File: src/hw/rtl/assert_macros.svh
// ----------------------------------------------------------------------------
// Assertion macros
// Shared concurrent assertion wrappers, clocked on clk_i; ASSERT is disabled in reset, ASSERT_ALWAYS is not.
// ----------------------------------------------------------------------------
`ifndef ASSERT_MACROS_SVH
`define ASSERT_MACROS_SVH

// Property checked at every rising edge while out of reset.
`define ASSERT(label, prop, msg) \
  label: assert property (@(posedge clk_i) disable iff (!rst_ni) (prop)) else $error(msg);

// Property checked at every rising edge, reset included.
`define ASSERT_ALWAYS(label, prop, msg) \
  label: assert property (@(posedge clk_i) (prop)) else $error(msg);

`endif

File: src/hw/rtl/b128_pkg.sv
// ----------------------------------------------------------------------------
// Base-128 varint decoder package
// Transaction types, codes and limits shared by the decoder modules.
// ----------------------------------------------------------------------------
package b128_pkg;

  typedef enum logic {
    OP_DATA = 1'b0,
    OP_EOS  = 1'b1
  } opcode_e;

  typedef enum logic [1:0] {
    MODE_I16  = 2'd0,
    MODE_I32  = 2'd1,
    MODE_I64  = 2'd2,
    MODE_BOOL = 2'd3
  } mode_e;

  typedef enum logic [1:0] {
    ST_OK        = 2'd0,
    ST_INVALID   = 2'd1,
    ST_PREMATURE = 2'd2,
    ST_EOS       = 2'd3
  } status_e;

  // Index of the last byte each width may use, and the bits that byte must keep clear.
  localparam logic [3:0] LastIdxI16  = 4'd3;
  localparam logic [3:0] LastIdxI32  = 4'd4;
  localparam logic [3:0] LastIdxI64  = 4'd9;
  localparam logic [7:0] LimMaskI16  = 8'hFC;
  localparam logic [7:0] LimMaskI32  = 8'hF0;
  localparam logic [7:0] LimMaskI64  = 8'hFE;
  localparam logic [7:0] BoolMask    = 8'hFE;
  localparam logic [6:0] GroupBits   = 7'd7;

  typedef struct packed {
    opcode_e     opcode;
    logic [7:0]  data_byte;
    mode_e       width_mode;
  } in_t;

  typedef struct packed {
    logic signed [63:0] value;
    status_e            status;
  } out_t;

  typedef struct packed {
    logic [63:0] acc;
    logic [3:0]  idx;
    logic        busy;
    mode_e       mode;
  } state_t;

endpackage

File: src/hw/rtl/base128_varint_decoder.sv
// ----------------------------------------------------------------------------
// Base-128 varint decoder
// Decodes unsigned little-endian base-128 varints from a byte stream.
// ----------------------------------------------------------------------------
// Input channel: one transaction per stream byte (opcode data) or per
// end-of-stream event; width_mode is sampled at the first byte of a value.
// Output channel: one transaction per finished value, format error or end
// event, carrying the sign-extended value and a status code.
// Both channels use valid and stall; a transaction moves on a rising edge
// with valid high and stall low.
// A byte that completes a result is first held in the input register; the
// decode step then loads the result register once that register is free, and
// the result leaves from there.
// Throughput: one input transaction per cycle unless a result is held up by
// a receiver stall; a single decode step lies between input and result registers.
// When the receiver stalls, the result register holds, and the input stalls
// only once a byte that produces a result has nowhere to go; bytes in the
// middle of a value keep flowing.
// Reset clears both valid flags and returns the decoder to idle with no value open.
// ----------------------------------------------------------------------------
`include "assert_macros.svh"

module base128_varint_decoder (
  input  logic             clk_i,
  input  logic             rst_ni,
  input  logic             in_valid_i,
  output logic             in_stall_o,
  input  b128_pkg::in_t    in_data_i,
  output logic             out_valid_o,
  input  logic             out_stall_i,
  output b128_pkg::out_t   out_data_o
);

  logic             in_valid_q, in_valid_d;
  b128_pkg::in_t    in_q;
  logic             out_valid_q, out_valid_d;
  b128_pkg::out_t   out_q;
  b128_pkg::state_t st_q, st_d;
  b128_pkg::state_t st_step;
  b128_pkg::out_t   res;
  logic             res_valid;
  logic             out_free;
  logic             in_consume;
  logic             in_take;

  b128_step u_step (
    .st_i       (st_q),
    .item_i     (in_q),
    .st_o       (st_step),
    .res_valid_o(res_valid),
    .res_o      (res)
  );

  assign out_free   = !out_valid_q || !out_stall_i;
  assign in_consume = in_valid_q && (!res_valid || out_free);
  assign in_stall_o = in_valid_q && !in_consume;
  assign in_take    = in_valid_i && !in_stall_o;

  assign in_valid_d  = in_take ? 1'b1 : (in_consume ? 1'b0 : in_valid_q);
  assign out_valid_d = (in_consume && res_valid) ? 1'b1 : (out_free ? 1'b0 : out_valid_q);
  assign st_d        = in_consume ? st_step : st_q;

  always_ff @(posedge clk_i or negedge rst_ni) begin
    if (!rst_ni) begin
      in_valid_q  <= 1'b0;
      out_valid_q <= 1'b0;
      st_q        <= '{acc: '0, idx: '0, busy: 1'b0, mode: b128_pkg::MODE_I16};
    end else begin
      in_valid_q  <= in_valid_d;
      out_valid_q <= out_valid_d;
      st_q        <= st_d;
    end
  end

  always_ff @(posedge clk_i) begin
    if (in_take) begin
      in_q <= in_data_i;
    end
    if (in_consume && res_valid) begin
      out_q <= res;
    end
  end

  assign out_valid_o = out_valid_q;
  assign out_data_o  = out_q;

  `ASSERT(a_err_value_zero,
          out_valid_q && (out_q.status != b128_pkg::ST_OK) |-> out_q.value == 64'sd0,
          "Error result carries a nonzero value.")
  `ASSERT(a_idx_range,
          st_q.busy |-> (st_q.idx != 4'd0) && (st_q.idx <= b128_pkg::LastIdxI64),
          "Byte index out of range while a value is open.")
  `ASSERT(a_idle_idx,
          !st_q.busy |-> st_q.idx == 4'd0,
          "Byte index not cleared while idle.")
  `ASSERT(a_no_bool_open,
          st_q.busy |-> st_q.mode != b128_pkg::MODE_BOOL,
          "Boolean value left open across bytes.")

endmodule

File: src/hw/rtl/b128_step.sv
// ----------------------------------------------------------------------------
// Varint decode step
// Next decoder state and optional result for one stream byte or end event.
// ----------------------------------------------------------------------------
module b128_step (
  input  b128_pkg::state_t st_i,
  input  b128_pkg::in_t    item_i,
  output b128_pkg::state_t st_o,
  output logic             res_valid_o,
  output b128_pkg::out_t   res_o
);

  logic [7:0]  b;
  logic [6:0]  shamt;
  logic [63:0] lane;
  logic [63:0] acc_new;
  logic        bad;

  function automatic logic [63:0] finish(input logic [63:0] acc, input b128_pkg::mode_e mode);
    logic [63:0] v;
    begin
      unique case (mode)
        b128_pkg::MODE_I16: v = {{48{acc[15]}}, acc[15:0]};
        b128_pkg::MODE_I32: v = {{32{acc[31]}}, acc[31:0]};
        b128_pkg::MODE_I64,
        b128_pkg::MODE_BOOL: v = acc;
      endcase
      return v;
    end
  endfunction

  assign b       = item_i.data_byte;
  assign shamt   = 7'(st_i.idx) * b128_pkg::GroupBits;
  assign lane    = 64'(b[6:0]) << shamt;
  assign acc_new = st_i.acc | lane;

  always_comb begin
    unique case (st_i.mode)
      b128_pkg::MODE_I16:
        bad = (st_i.idx == b128_pkg::LastIdxI16) && ((b & b128_pkg::LimMaskI16) != 8'd0);
      b128_pkg::MODE_I32:
        bad = (st_i.idx == b128_pkg::LastIdxI32) && ((b & b128_pkg::LimMaskI32) != 8'd0);
      b128_pkg::MODE_I64:
        bad = (st_i.idx == b128_pkg::LastIdxI64) && ((b & b128_pkg::LimMaskI64) != 8'd0);
      b128_pkg::MODE_BOOL:
        bad = 1'b0;
    endcase
  end

  always_comb begin
    st_o         = st_i;
    res_valid_o  = 1'b0;
    res_o.value  = '0;
    res_o.status = b128_pkg::ST_OK;

    if (item_i.opcode == b128_pkg::OP_EOS) begin
      res_valid_o = 1'b1;
      if (st_i.busy) begin
        res_o.status = b128_pkg::ST_PREMATURE;
        st_o.busy    = 1'b0;
        st_o.idx     = '0;
      end else begin
        res_o.status = b128_pkg::ST_EOS;
      end
    end else if (!st_i.busy) begin
      st_o.mode = item_i.width_mode;
      if (item_i.width_mode == b128_pkg::MODE_BOOL) begin
        res_valid_o = 1'b1;
        st_o.idx    = '0;
        if ((b & b128_pkg::BoolMask) != 8'd0) begin
          res_o.status = b128_pkg::ST_INVALID;
        end else begin
          res_o.value = 64'(b[0]);
        end
      end else begin
        st_o.acc = 64'(b[6:0]);
        if (b[7]) begin
          st_o.busy = 1'b1;
          st_o.idx  = 4'd1;
        end else begin
          res_valid_o = 1'b1;
          st_o.idx    = '0;
          res_o.value = finish(64'(b[6:0]), item_i.width_mode);
        end
      end
    end else if (bad) begin
      // A byte past the width limit ends the value and drops what was gathered.
      res_valid_o  = 1'b1;
      res_o.status = b128_pkg::ST_INVALID;
      st_o.busy    = 1'b0;
      st_o.idx     = '0;
    end else begin
      st_o.acc = acc_new;
      if (b[7]) begin
        st_o.idx = st_i.idx + 4'd1;
      end else begin
        res_valid_o = 1'b1;
        res_o.value = finish(acc_new, st_i.mode);
        st_o.busy   = 1'b0;
        st_o.idx    = '0;
      end
    end
  end

endmodule

File: config.mk
export PLATFORM = sky130hd
export DESIGN_NAME = base128_varint_decoder
export DESIGN_NICKNAME = d
export VERILOG_FILES = /design/src/hw/rtl/b128_pkg.sv /design/src/hw/rtl/base128_varint_decoder.sv /design/src/hw/rtl/b128_step.sv
export VERILOG_INCLUDE_DIRS = /design/src /design/src/hw/rtl
export SDC_FILE = /design/constraint.sdc
export NUM_CORES = 1
export LEC_CHECK = 0
export BUFFER_PORTS_ARGS = -buffer_cell sky130_fd_sc_hd__buf_2
export CORE_UTILIZATION = 41
export DETAILED_ROUTE_END_ITERATION = 8
export PLACE_DENSITY = 0.66
export SYNTH_ARGS = -nofsm -noshare
export SYNTH_HDL_FRONTEND = slang
export SYNTH_HIERARCHICAL = 1
export SYNTH_SLANG_ARGS = --single-unit
File: constraint.sdc
create_clock -name clk_i -period 5.9 [get_ports clk_i]
set_input_delay 1.475 -clock clk_i [delete_from_list [all_inputs] [get_ports clk_i]]
set_output_delay 1.475 -clock clk_i [all_outputs]
set_load 0.005 [all_outputs]
==> summary.txt, run 1 <==
STA
  – Final min period: 4806 ps
  – Final Worst Setup Slack: 1094 ps
  – Fmax: 208.1 MHz
  – Final worst-path cycle share: 81.46%
  – Final Hold Viols: 0
  – Clk_skew: 16.46 ps
  – Final setup viols: 0
  – Slew Limit Fails: 0
  – Worst Max-Slew Pin Slew: 1258 ps
  – RSZ-0062 raised after global routing: false
  – Slew headroom: 15.80%
  – TNS Setup: 0 ps

Pwr
  – VDD IR-drop max: 259.7 µV
  – Total leakage power: 3.936 nW
  – Power density over the cells: 436.3 mW/mm²

Detailed routing
  – Drt pass-1 iters: 5
  – Initial DRC Count: 838
  – Drc violations: 0
  – Vias per cell: 6.458
  – Routed len/inst: 22.87 µm
  – Detail Route Antenna Nets: 0
  – Vias: 7,898
  – Final WL: 27,970 µm

Floorplanning
  – Placement row count: 54
  – Area of the die: 0.02338 mm²
  – Die W: 152.9 µm
  – Starting Density: 42.26%
  – IO Count: 83
  – Core area: 0.02209 mm²
  – Die height: 152.9 µm

Clock tree
  – CTS resizes: 0
  – Clock buffer depth: 2
  – H-tree levels: 4
  – Clk Latency, worst-skew pair: 440 ps
  – Reg clk slew, reported paths: 60 ps
  – Clock sink count: 150
  – CTS Buf Count: 17
  – Cts-stage hold buffer count: 0
  – CTS tree: done
  – Postcts setup bufs: 0
  – Clk root buf: clkbuf_16

Worst setup path
  – Worst-path fanout max: 13
  – Buf/Inv on CP: 1
  – Nature of the critical path endpoint: primary output
  – CP max-delay cell: edfxtp_1
  – CP arrival: 3330 ps
  – Crit-path cells: or4_4, a2111o_1, a21oi_1, o21ai_4, nand2_1, nor2_1, buf_2
  – Req. time, crit path: 4430 ps
  – Critical path class: reg2out
  – Slowest cell delay on critical path: 680 ps
  – Crit path launch type: flop
  – Crit-path leading delay family: compound AO/OA/AOI/OAI gates

Synthesis
  – Syn Inst Count: 911
  – YS warnings: 6
  – Synth top cells by count: nand2b_1 (100), nand2_1 (97), edfxtp_1 (77)
  – Syn_nets: 929
  – Number of synthesized register bits: 150
  – Netlist Area Pre-Place: 0.009338 mm²
  – Most common cell in the netlist: nand2b_1
  – Ranking of synthesized cells by area: edfxtp_1 (25%), dfrtp_1 (20%), o211ai_2 (9.4%), nand2b_1 (6.7%), a32o_1 (5.0%)
  – Syn avg cell area: 10.25 µm²
  – Synth Flop Type: edfxtp_1
  – Ys async rst share: 48.67%
  – Post-synth top area share: 24.76%
  – Post-synth top area cell: edfxtp_1
  – Distinct cells, synth: 59
  – Post-synth EDFFs: 77
  – Seq/Total Area, Yosys: 44.33%

Global routing
  – Largest net degree at the start of global routing: 121
  – Vias in the first global route: 7,393
  – GRT Resource Usage Total: 23.93%
  – Initial antenna violation count: 0
  – Grt total ovfl: 0
  – Global-route wire length before repair: 43,280 µm

Finish
  – Nets: 948
  – P&R area growth vs syn: 10.73%
  – Final Instance Area: 0.01034 mm²
  – Share of cells above drive strength 1: 25.56%
  – Diodes inserted: 0

Placed design
  – DP HPWL: 16,540 µm
  – Buffers on Ports: 82
  – Area after DPL: 0.009772 mm²
  – Global placer's final weighted congestion: 0.9445
  – Dpl ws: 1605 ps

Run status
  – Status: finished, final reports clean

Run
  – Max Cap Viol: 0

Worst hold path
  – Worst Hold Class: reg2reg
path summary, 6_finish.rpt:
kind,from,endpoint,slack (ps),depth (start not counted)
max,in_q[6],in_stall_o,1090,7
min,st_q[60],st_q[60],540,2
max reg2reg,st_q[3],out_data_o[10],2220,8
min reg2reg,st_q[60],st_q[60],540,2
max in group asynchronous,rst_ni,in_valid_q,3820,2
min in group asynchronous,rst_ni,st_q[43],950,1
worst reg2reg max path, delay by kind of cell, from the launching register on:
family                   cells  cell delay (ps)
buffers and inverters        1              310
AND/OR/NAND/NOR              2              430
flip-flops                   1              730
AO/OA/AOI/OAI                4             1560
adder cells (fa/ha/maj)      1              290
placed cells by master, fill, tap and decap left out, types with 3 or more instances in the layout:
cell type   instances
clkbuf_16          17
and3_1              9
o41ai_1             4
inv_1               8
clkbuf_1            4
clkinvlp_4          3
buf_2              81
a21oi_1            44
buf_4              24
a211oi_1           19
a21o_1              3
ha_1                3
nand4_1            73
nor4b_2            15
nor2_1             18
nor4_2              4
a32o_1             47
edfxtp_1           77
a22oi_1             3
o21ai_0            26
nand3_1             4
nand2b_1          100
or3b_2              3
nor3_1             18
o211ai_2           70
o21a_1              4
o31ai_1             9
nand2_1            96
nor4_1             28
dfrtp_1            71
mux2i_1             4
nor2b_1             7
clkinv_4            3
layout make-up:
class / instances / area, µm²
fill: 2075 / 11750
multi-input combinational: 646 / 4638
sequential: 150 / 4144
timing repair buffer: 106 / 605.6
clock buffer: 21 / 440.4
tap: 280 / 350.3
clock inverter: 11 / 127.6
inverter: 9 / 33.78
registers in the layout (all words and copies together) (netlist names):
register / count
in_q: 11
st_q: 71
in_valid_q: 1
out_data_o: 66
out_valid_o: 1
metal layers:
metal	track usage, %	vias to the layer above	part of all wire, %
met5	0	-	0
met4	11.16	0	3.6
met3	4.423	73	6.8
met2	36.81	373	47
met1	32.67	3901	43
li1	-	3551	-
through the flow:
| stage | total power, W | hold slack, ps | cells | util (%) |
|---|---|---|---|---|
| floorplan | 0.002948 | 485.5 | 911 | - |
| global placement | 0.003389 | 516.8 | 1191 | 44.23 |
| detailed placement | 0.003414 | 523.9 | 1191 | 44.23 |
| CTS | 0.004492 | 542.8 | 1223 | 46.80 |
| global route | 0.004730 | 570.6 | 1223 | 46.80 |
| finish | 0.004511 | 543.3 | 1223 | 46.80 |
kinds of logic after synthesis:
logic type / synth area share (%)
AO/OA/AOI/OAI: 23.72
buffers and inverters: 6.499
AND/OR/NAND/NOR: 24.29
multiplexers: 0.6700
adder cells (fa/ha/maj): 0.4020
flip-flops: 44.33
XOR/XNOR: 0.09381
report_power, final:
group | internal [W] | switching, W
Clock | 0.000624 | 0.000448
Combinational | 0.000677 | 0.00104
Sequential | 0.00140 | 0.000322
Total | 0.00270 | 0.00181
(Power assumes the default switching activity.)
==> inputs of run 2 (changes only) <==
==> constraint.sdc (replaced) <==
create_clock -name clk_i -period 4.47 [get_ports clk_i]
set_input_delay 1.1175 -clock clk_i [delete_from_list [all_inputs] [get_ports clk_i]]
set_output_delay 1.1175 -clock clk_i [all_outputs]
set_load 0.005 [all_outputs]
==> run 2 against run 1 <==
Utilization grew 0.58 points. Sequential share of layout area fell by 0.49 points. First-iteration DRC count fell by 3.1%. Worst setup slack worse by 870 ps. Sequential power rose by 29%. Hold slack improved by 1.2 ps. Via count decreased by 0.79%. Non-clock buffer count rose by 9. Global-route usage is 0.31 points lower. Combinational power up 33%. Critical path depth up 2. Critical path type unchanged.
==> summary.txt, run 2 (synthesis gave the netlist of run 1 again) <==
Clock tree
  – Postcts setup bufs: 0
  – Cts-stage hold buffer count: 0
  – Clk Latency, worst-skew pair: 430 ps
  – H-tree levels: 4
  – CTS Buf Count: 17
  – CTS resizes: 0
  – Clock buffer depth: 2
  – CTS tree: done
  – Clock sink count: 150
  – Reg clk slew, reported paths: 60 ps
  – Clk root buf: clkbuf_16

Worst hold path
  – Min-Delay Endpoint: st_q[55]
  – Min-Delay Startpoint: st_q[55]
  – Cell count of the worst hold path: 2
  – Worst Hold Class: reg2reg

Finish
  – Diodes inserted: 0
  – Largest register FFs: 71
  – Util after Layout: 47.38%
  – Largest Register: st_q
  – P&R area growth vs syn: 12.10%
  – # fillers: 2,037
  – Most frequent cells in the layout: nand2b_1 (100), nand2_1 (96), buf_2 (81), edfxtp_1 (77), nand4_1 (73)
  – Multi-input gate area: 0.004642 mm²
  – Share of cells above drive strength 1: 26.58%
  – FF+latch area: 0.004144 mm²
  – Most common cell after layout, fill and taps aside: nand2b_1
  – Nets: 957
  – Final Instance Area: 0.01047 mm²

Worst setup path
  – Crit path launch type: flop
  – Reg2reg end: out_data_o[62]
  – CP max-delay cell: dfrtp_1
  – Critical path class: reg2out
  – CP arrival: 3130 ps
  – Crit-path leading delay family: compound AO/OA/AOI/OAI gates
  – Crit-path cells: inv_1, ha_1, and3_1, a2111o_1, a21oi_2, o21ai_4, nand2_1, nor2_1, buf_2
  – Register-to-Register Path Depth: 9
  – Req. time, crit path: 3350 ps
  – Buf/Inv on CP: 2
  – Nature of the critical path endpoint: primary output
  – Worst R2R Start: st_q[4]
  – Worst-path fanout max: 16
  – Slowest cell delay on critical path: 630 ps
  – R2R setup slack: 600 ps

Global routing
  – Grt total ovfl: 0
  – Vias in the first global route: 7,439
  – Initial antenna violation count: 0
  – GRT Resource Usage Total: 23.62%
  – Global-route wire length before repair: 42,730 µm
  – Largest net degree at the start of global routing: 102

Floorplanning
  – Starting Density: 42.26%
  – IO Count: 83
  – Core area: 0.02209 mm²
  – Die height: 152.9 µm
  – Placement row count: 54
  – Area of the die: 0.02338 mm²
  – Die W: 152.9 µm

Run
  – Max Cap Viol: 0

STA
  – Fmax: 235.3 MHz
  – Worst Max-Slew Pin Slew: 1330 ps
  – Slew headroom: 10.99%
  – Final worst-path cycle share: 95.06%
  – Slew Limit Fails: 0
  – Final min period: 4249 ps
  – RSZ-0062 raised after global routing: false
  – Final Hold Viols: 0
  – Clk_skew: 13.49 ps
  – TNS Setup: 0 ps
  – Final Worst Setup Slack: 220.9 ps
  – Final setup viols: 0

Detailed routing
  – Vias: 7,836
  – Drc violations: 0
  – Drt pass-1 iters: 5
  – Final WL: 27,360 µm
  – Detail Route Antenna Nets: 0
  – Initial DRC Count: 812
  – Routed len/inst: 22.21 µm
  – Vias per cell: 6.360

Placed design
  – Dpl ws: 536.6 ps
  – DP HPWL: 15,960 µm
  – Buffers on Ports: 82
  – Area after DPL: 0.009852 mm²
  – Global placer's final weighted congestion: 0.9995

Pwr
  – Total leakage power: 4.005 nW
  – Power density over the cells: 574.4 mW/mm²
  – Post-route total power: 0.006013 W
  – VDD IR-drop max: 341.8 µV

Run status
  – Status: finished, final reports clean
-- run 2: worst reg2reg max path, stage by stage (launching register included) --
cell	delay [ps]
dfrtp_1	550
inv_1	280
ha_1	190
and3_1	200
a2111o_1	290
a21oi_2	160
o21ai_4	200
nand2_1	170
a21oi_4	880
buf_4	560
-- run 2: layer usage --
metal  vias up  wire [µm]  global-route usage (%)
met2       335      12870                   37.11
met1      3856      11550                   31.10
met3        72       1939                   5.018
li1       3573          -                       -
met4         0       1000                   11.26
met5         -          0                       0
-- run 2: power breakdown --
part,internal [W],switching (W),leakage [nW]
Clock,0.000910,0.000598,0.286
Sequential,0.00185,0.000370,1.71
Combinational,0.000911,0.00138,2.01
-- run 2: layout make-up --
cell class / count / area share [%]
inverter: 9 / 0.3227
tap: 280 / 3.347
clock buffer: 21 / 4.399
multi-input combinational: 646 / 44.35
clock inverter: 11 / 1.446
sequential: 150 / 39.59
timing repair buffer: 115 / 6.550
-- run 2: per-stage QoR --
stage / instances / hold WS, ps
finish: 1232 / 544.5
global placement: 1200 / 516.1
detailed placement: 1200 / 520.8
CTS: 1232 / 539.0
floorplan: 911 / 485.5
global route: 1232 / 572.1
-- run 2: how the worst max path moves through the flow --
stage | startpoint | endpoint | slack [ps] | depth (start not counted)
finish | st_q[4] | in_stall_o | 220 | 9
global route | st_q[4] | in_stall_o | 80 | 9
CTS | st_q[4] | in_stall_o | 130 | 9
detailed placement | st_q[4] | out_data_o[63] | 540 | 9
global placement | st_q[4] | out_data_o[57] | 660 | 9
floorplan | st_q[4] | out_data_o[0] | 540 | 9
==> inputs of run 3 (changes only) <==
--- a/config.mk
+++ b/config.mk
@@ -9,7 +9,7 @@
 export BUFFER_PORTS_ARGS = -buffer_cell sky130_fd_sc_hd__buf_2
 export CORE_UTILIZATION = 41
 export DETAILED_ROUTE_END_ITERATION = 8
-export PLACE_DENSITY = 0.66
+export PLACE_DENSITY_LB_ADDON = 0.05
 export SYNTH_ARGS = -nofsm -noshare
 export SYNTH_HDL_FRONTEND = slang
 export SYNTH_HIERARCHICAL = 1
==> run 3 against run 2 <==
Die area unchanged. Clock skew decreased by 4.6 ps. Worst setup slack improved by 31 ps. Sequential share of layout area increased by 0.17 points. Critical path depth increased by 1. Utilization decreased by 0.23 points. First-iteration DRC count increased by 9.0%. Hold slack got worse by 66 ps. Non-clock buffer count increased by 1. Via count increased by 2.2%. Routed wire length increased by 11%. Critical endpoint unchanged. Largest cell class unchanged. Largest power group unchanged.
==> summary.txt, run 3 (synthesis gave the netlist of run 1 again) <==
Run
  – Max Cap Viol: 0

Placed design
  – Area after DPL: 0.009858 mm²
  – Dpl cells: 1,201
  – Buffers on Ports: 82
  – DP HPWL: 17,650 µm
  – Global placer's final weighted congestion: 0.9273

Floorplanning
  – Starting Density: 42.26%
  – IO Count: 83
  – Die height: 152.9 µm
  – Placement row count: 54
  – Area of the die: 0.02338 mm²
  – Core area: 0.02209 mm²
  – Die W: 152.9 µm

STA
  – Final setup viols: 0
  – Clk_skew: 8.888 ps
  – TNS Setup: 0 ps
  – Final min period: 4218 ps
  – Worst Max-Slew Pin Slew: 1364 ps
  – Final Hold Viols: 0
  – RSZ-0062 raised after global routing: false
  – Slew headroom: 8.365%
  – Final worst-path cycle share: 94.36%
  – Fmax: 237.1 MHz
  – Slew Limit Fails: 0

Global routing
  – Grt total ovfl: 0
  – Global-route wire length before repair: 47,780 µm
  – Initial antenna violation count: 0
  – GRT Resource Usage Total: 26.68%
  – Largest net degree at the start of global routing: 91
  – Vias in the first global route: 7,905

Clock tree
  – CTS Buf Count: 17
  – Clock buffer depth: 2
  – Cts-stage hold buffer count: 0
  – H-tree levels: 4
  – Clk Latency, worst-skew pair: 430 ps
  – CTS resizes: 0
  – CTS tree: done
  – Postcts setup bufs: 0
  – Clock sink count: 150
  – Clk root buf: clkbuf_16
  – Reg clk slew, reported paths: 70 ps

Worst setup path
  – Crit-path leading delay family: compound AO/OA/AOI/OAI gates
  – Buf/Inv on CP: 3
  – Crit-path cells: inv_1, ha_1, and3_1, a2111o_1, a21oi_1, buf_4, o21ai_4, nand2_1, nor2_1, buf_2
  – Crit path launch type: flop
  – Slowest cell delay on critical path: 650 ps
  – Req. time, crit path: 3350 ps
  – Worst-path fanout max: 16
  – CP arrival: 3100 ps
  – CP max-delay cell: dfrtp_1
  – Critical path class: reg2out
  – Nature of the critical path endpoint: primary output

Detailed routing
  – Vias per cell: 6.492
  – Vias: 8,005
  – Initial DRC Count: 885
  – Detail Route Antenna Nets: 0
  – Routed len/inst: 24.74 µm
  – Drt pass-1 iters: 5
  – Final WL: 30,500 µm
  – Drc violations: 0

Finish
  – Largest Register: st_q
  – Finished Layout Cells: 1,233
  – Share of cells above drive strength 1: 26.23%
  – Most common cell after layout, fill and taps aside: nand2b_1
  – Nets: 958
  – Final Instance Area: 0.01042 mm²
  – P&R area growth vs syn: 11.55%
  – Largest register FFs: 71
  – Diodes inserted: 0
  – Most frequent cells in the layout: nand2b_1 (100), nand2_1 (97), buf_2 (82), edfxtp_1 (77), nand4_1 (73)

Run status
  – Status: finished, final reports clean

Pwr
  – Total leakage power: 3.983 nW
  – Power density over the cells: 574.6 mW/mm²
  – VDD IR-drop max: 268.2 µV

Worst hold path
  – Worst Hold Class: in2async
## run 3: cell types whose count changed in the layout (fill, tap and decap cells not counted), sizes merged
cell and change:
clkbuf +2, clkinv +2, inv -1, buf +1, bufinv -2, clkinvlp -1
## run 3: layout make-up
cell class	instances	area [µm²]
sequential	150	4141
timing repair buffer	116	703.2
fill	2029	11680
inverter	9	33.78
clock buffer	23	478.0
clock inverter	9	80.08
multi-input combinational	646	4629
tap	280	350.3
## run 3: routing by layer
metal / track usage (%) / vias to the layer above / part of all wire, % / wire length (µm)
met5: 0 / - / 0 / 0
met4: 9.620 / 0 / 2.6 / 804
met3: 5.330 / 56 / 6.6 / 2014
met2: 40.32 / 360 / 46 / 14000
met1: 37.82 / 4020 / 45 / 13680
li1: - / 3569 / - / -
## run 3: stage by stage
stage | hold WS, ps | util (%) | power (W) | worst slack [ps]
detailed placement | 531.8 | 44.62 | 0.004566 | 585.1
global placement | 520.0 | 44.62 | 0.004505 | 725.5
floorplan | 485.5 | - | 0.003887 | 537.3
finish | 478.6 | 47.15 | 0.005986 | 252.3
global route | 463.1 | 47.15 | 0.006324 | 77.06
CTS | 468.6 | 47.15 | 0.005977 | 273.6
## run 3: report_power, final
group	switching (W)	leakage [nW]	internal (W)
Sequential	0.000372	1.71	0.00185
Clock	0.000592	0.267	0.000807
Combinational	0.00145	2.01	0.000913
## run 3: path summary, 6_finish.rpt
kind	startpoint	end	slack, ps	depth (start not counted)
min in group clk_i	st_q[70]	st_q[70]	550	2
max in group asynchronous	rst_ni	st_q[42]	3350	2
min reg2reg	st_q[70]	st_q[70]	550	2
max	st_q[4]	in_stall_o	250	10
min	rst_ni	out_valid_o	480	1
max reg2reg	st_q[4]	out_data_o[52]	560	10
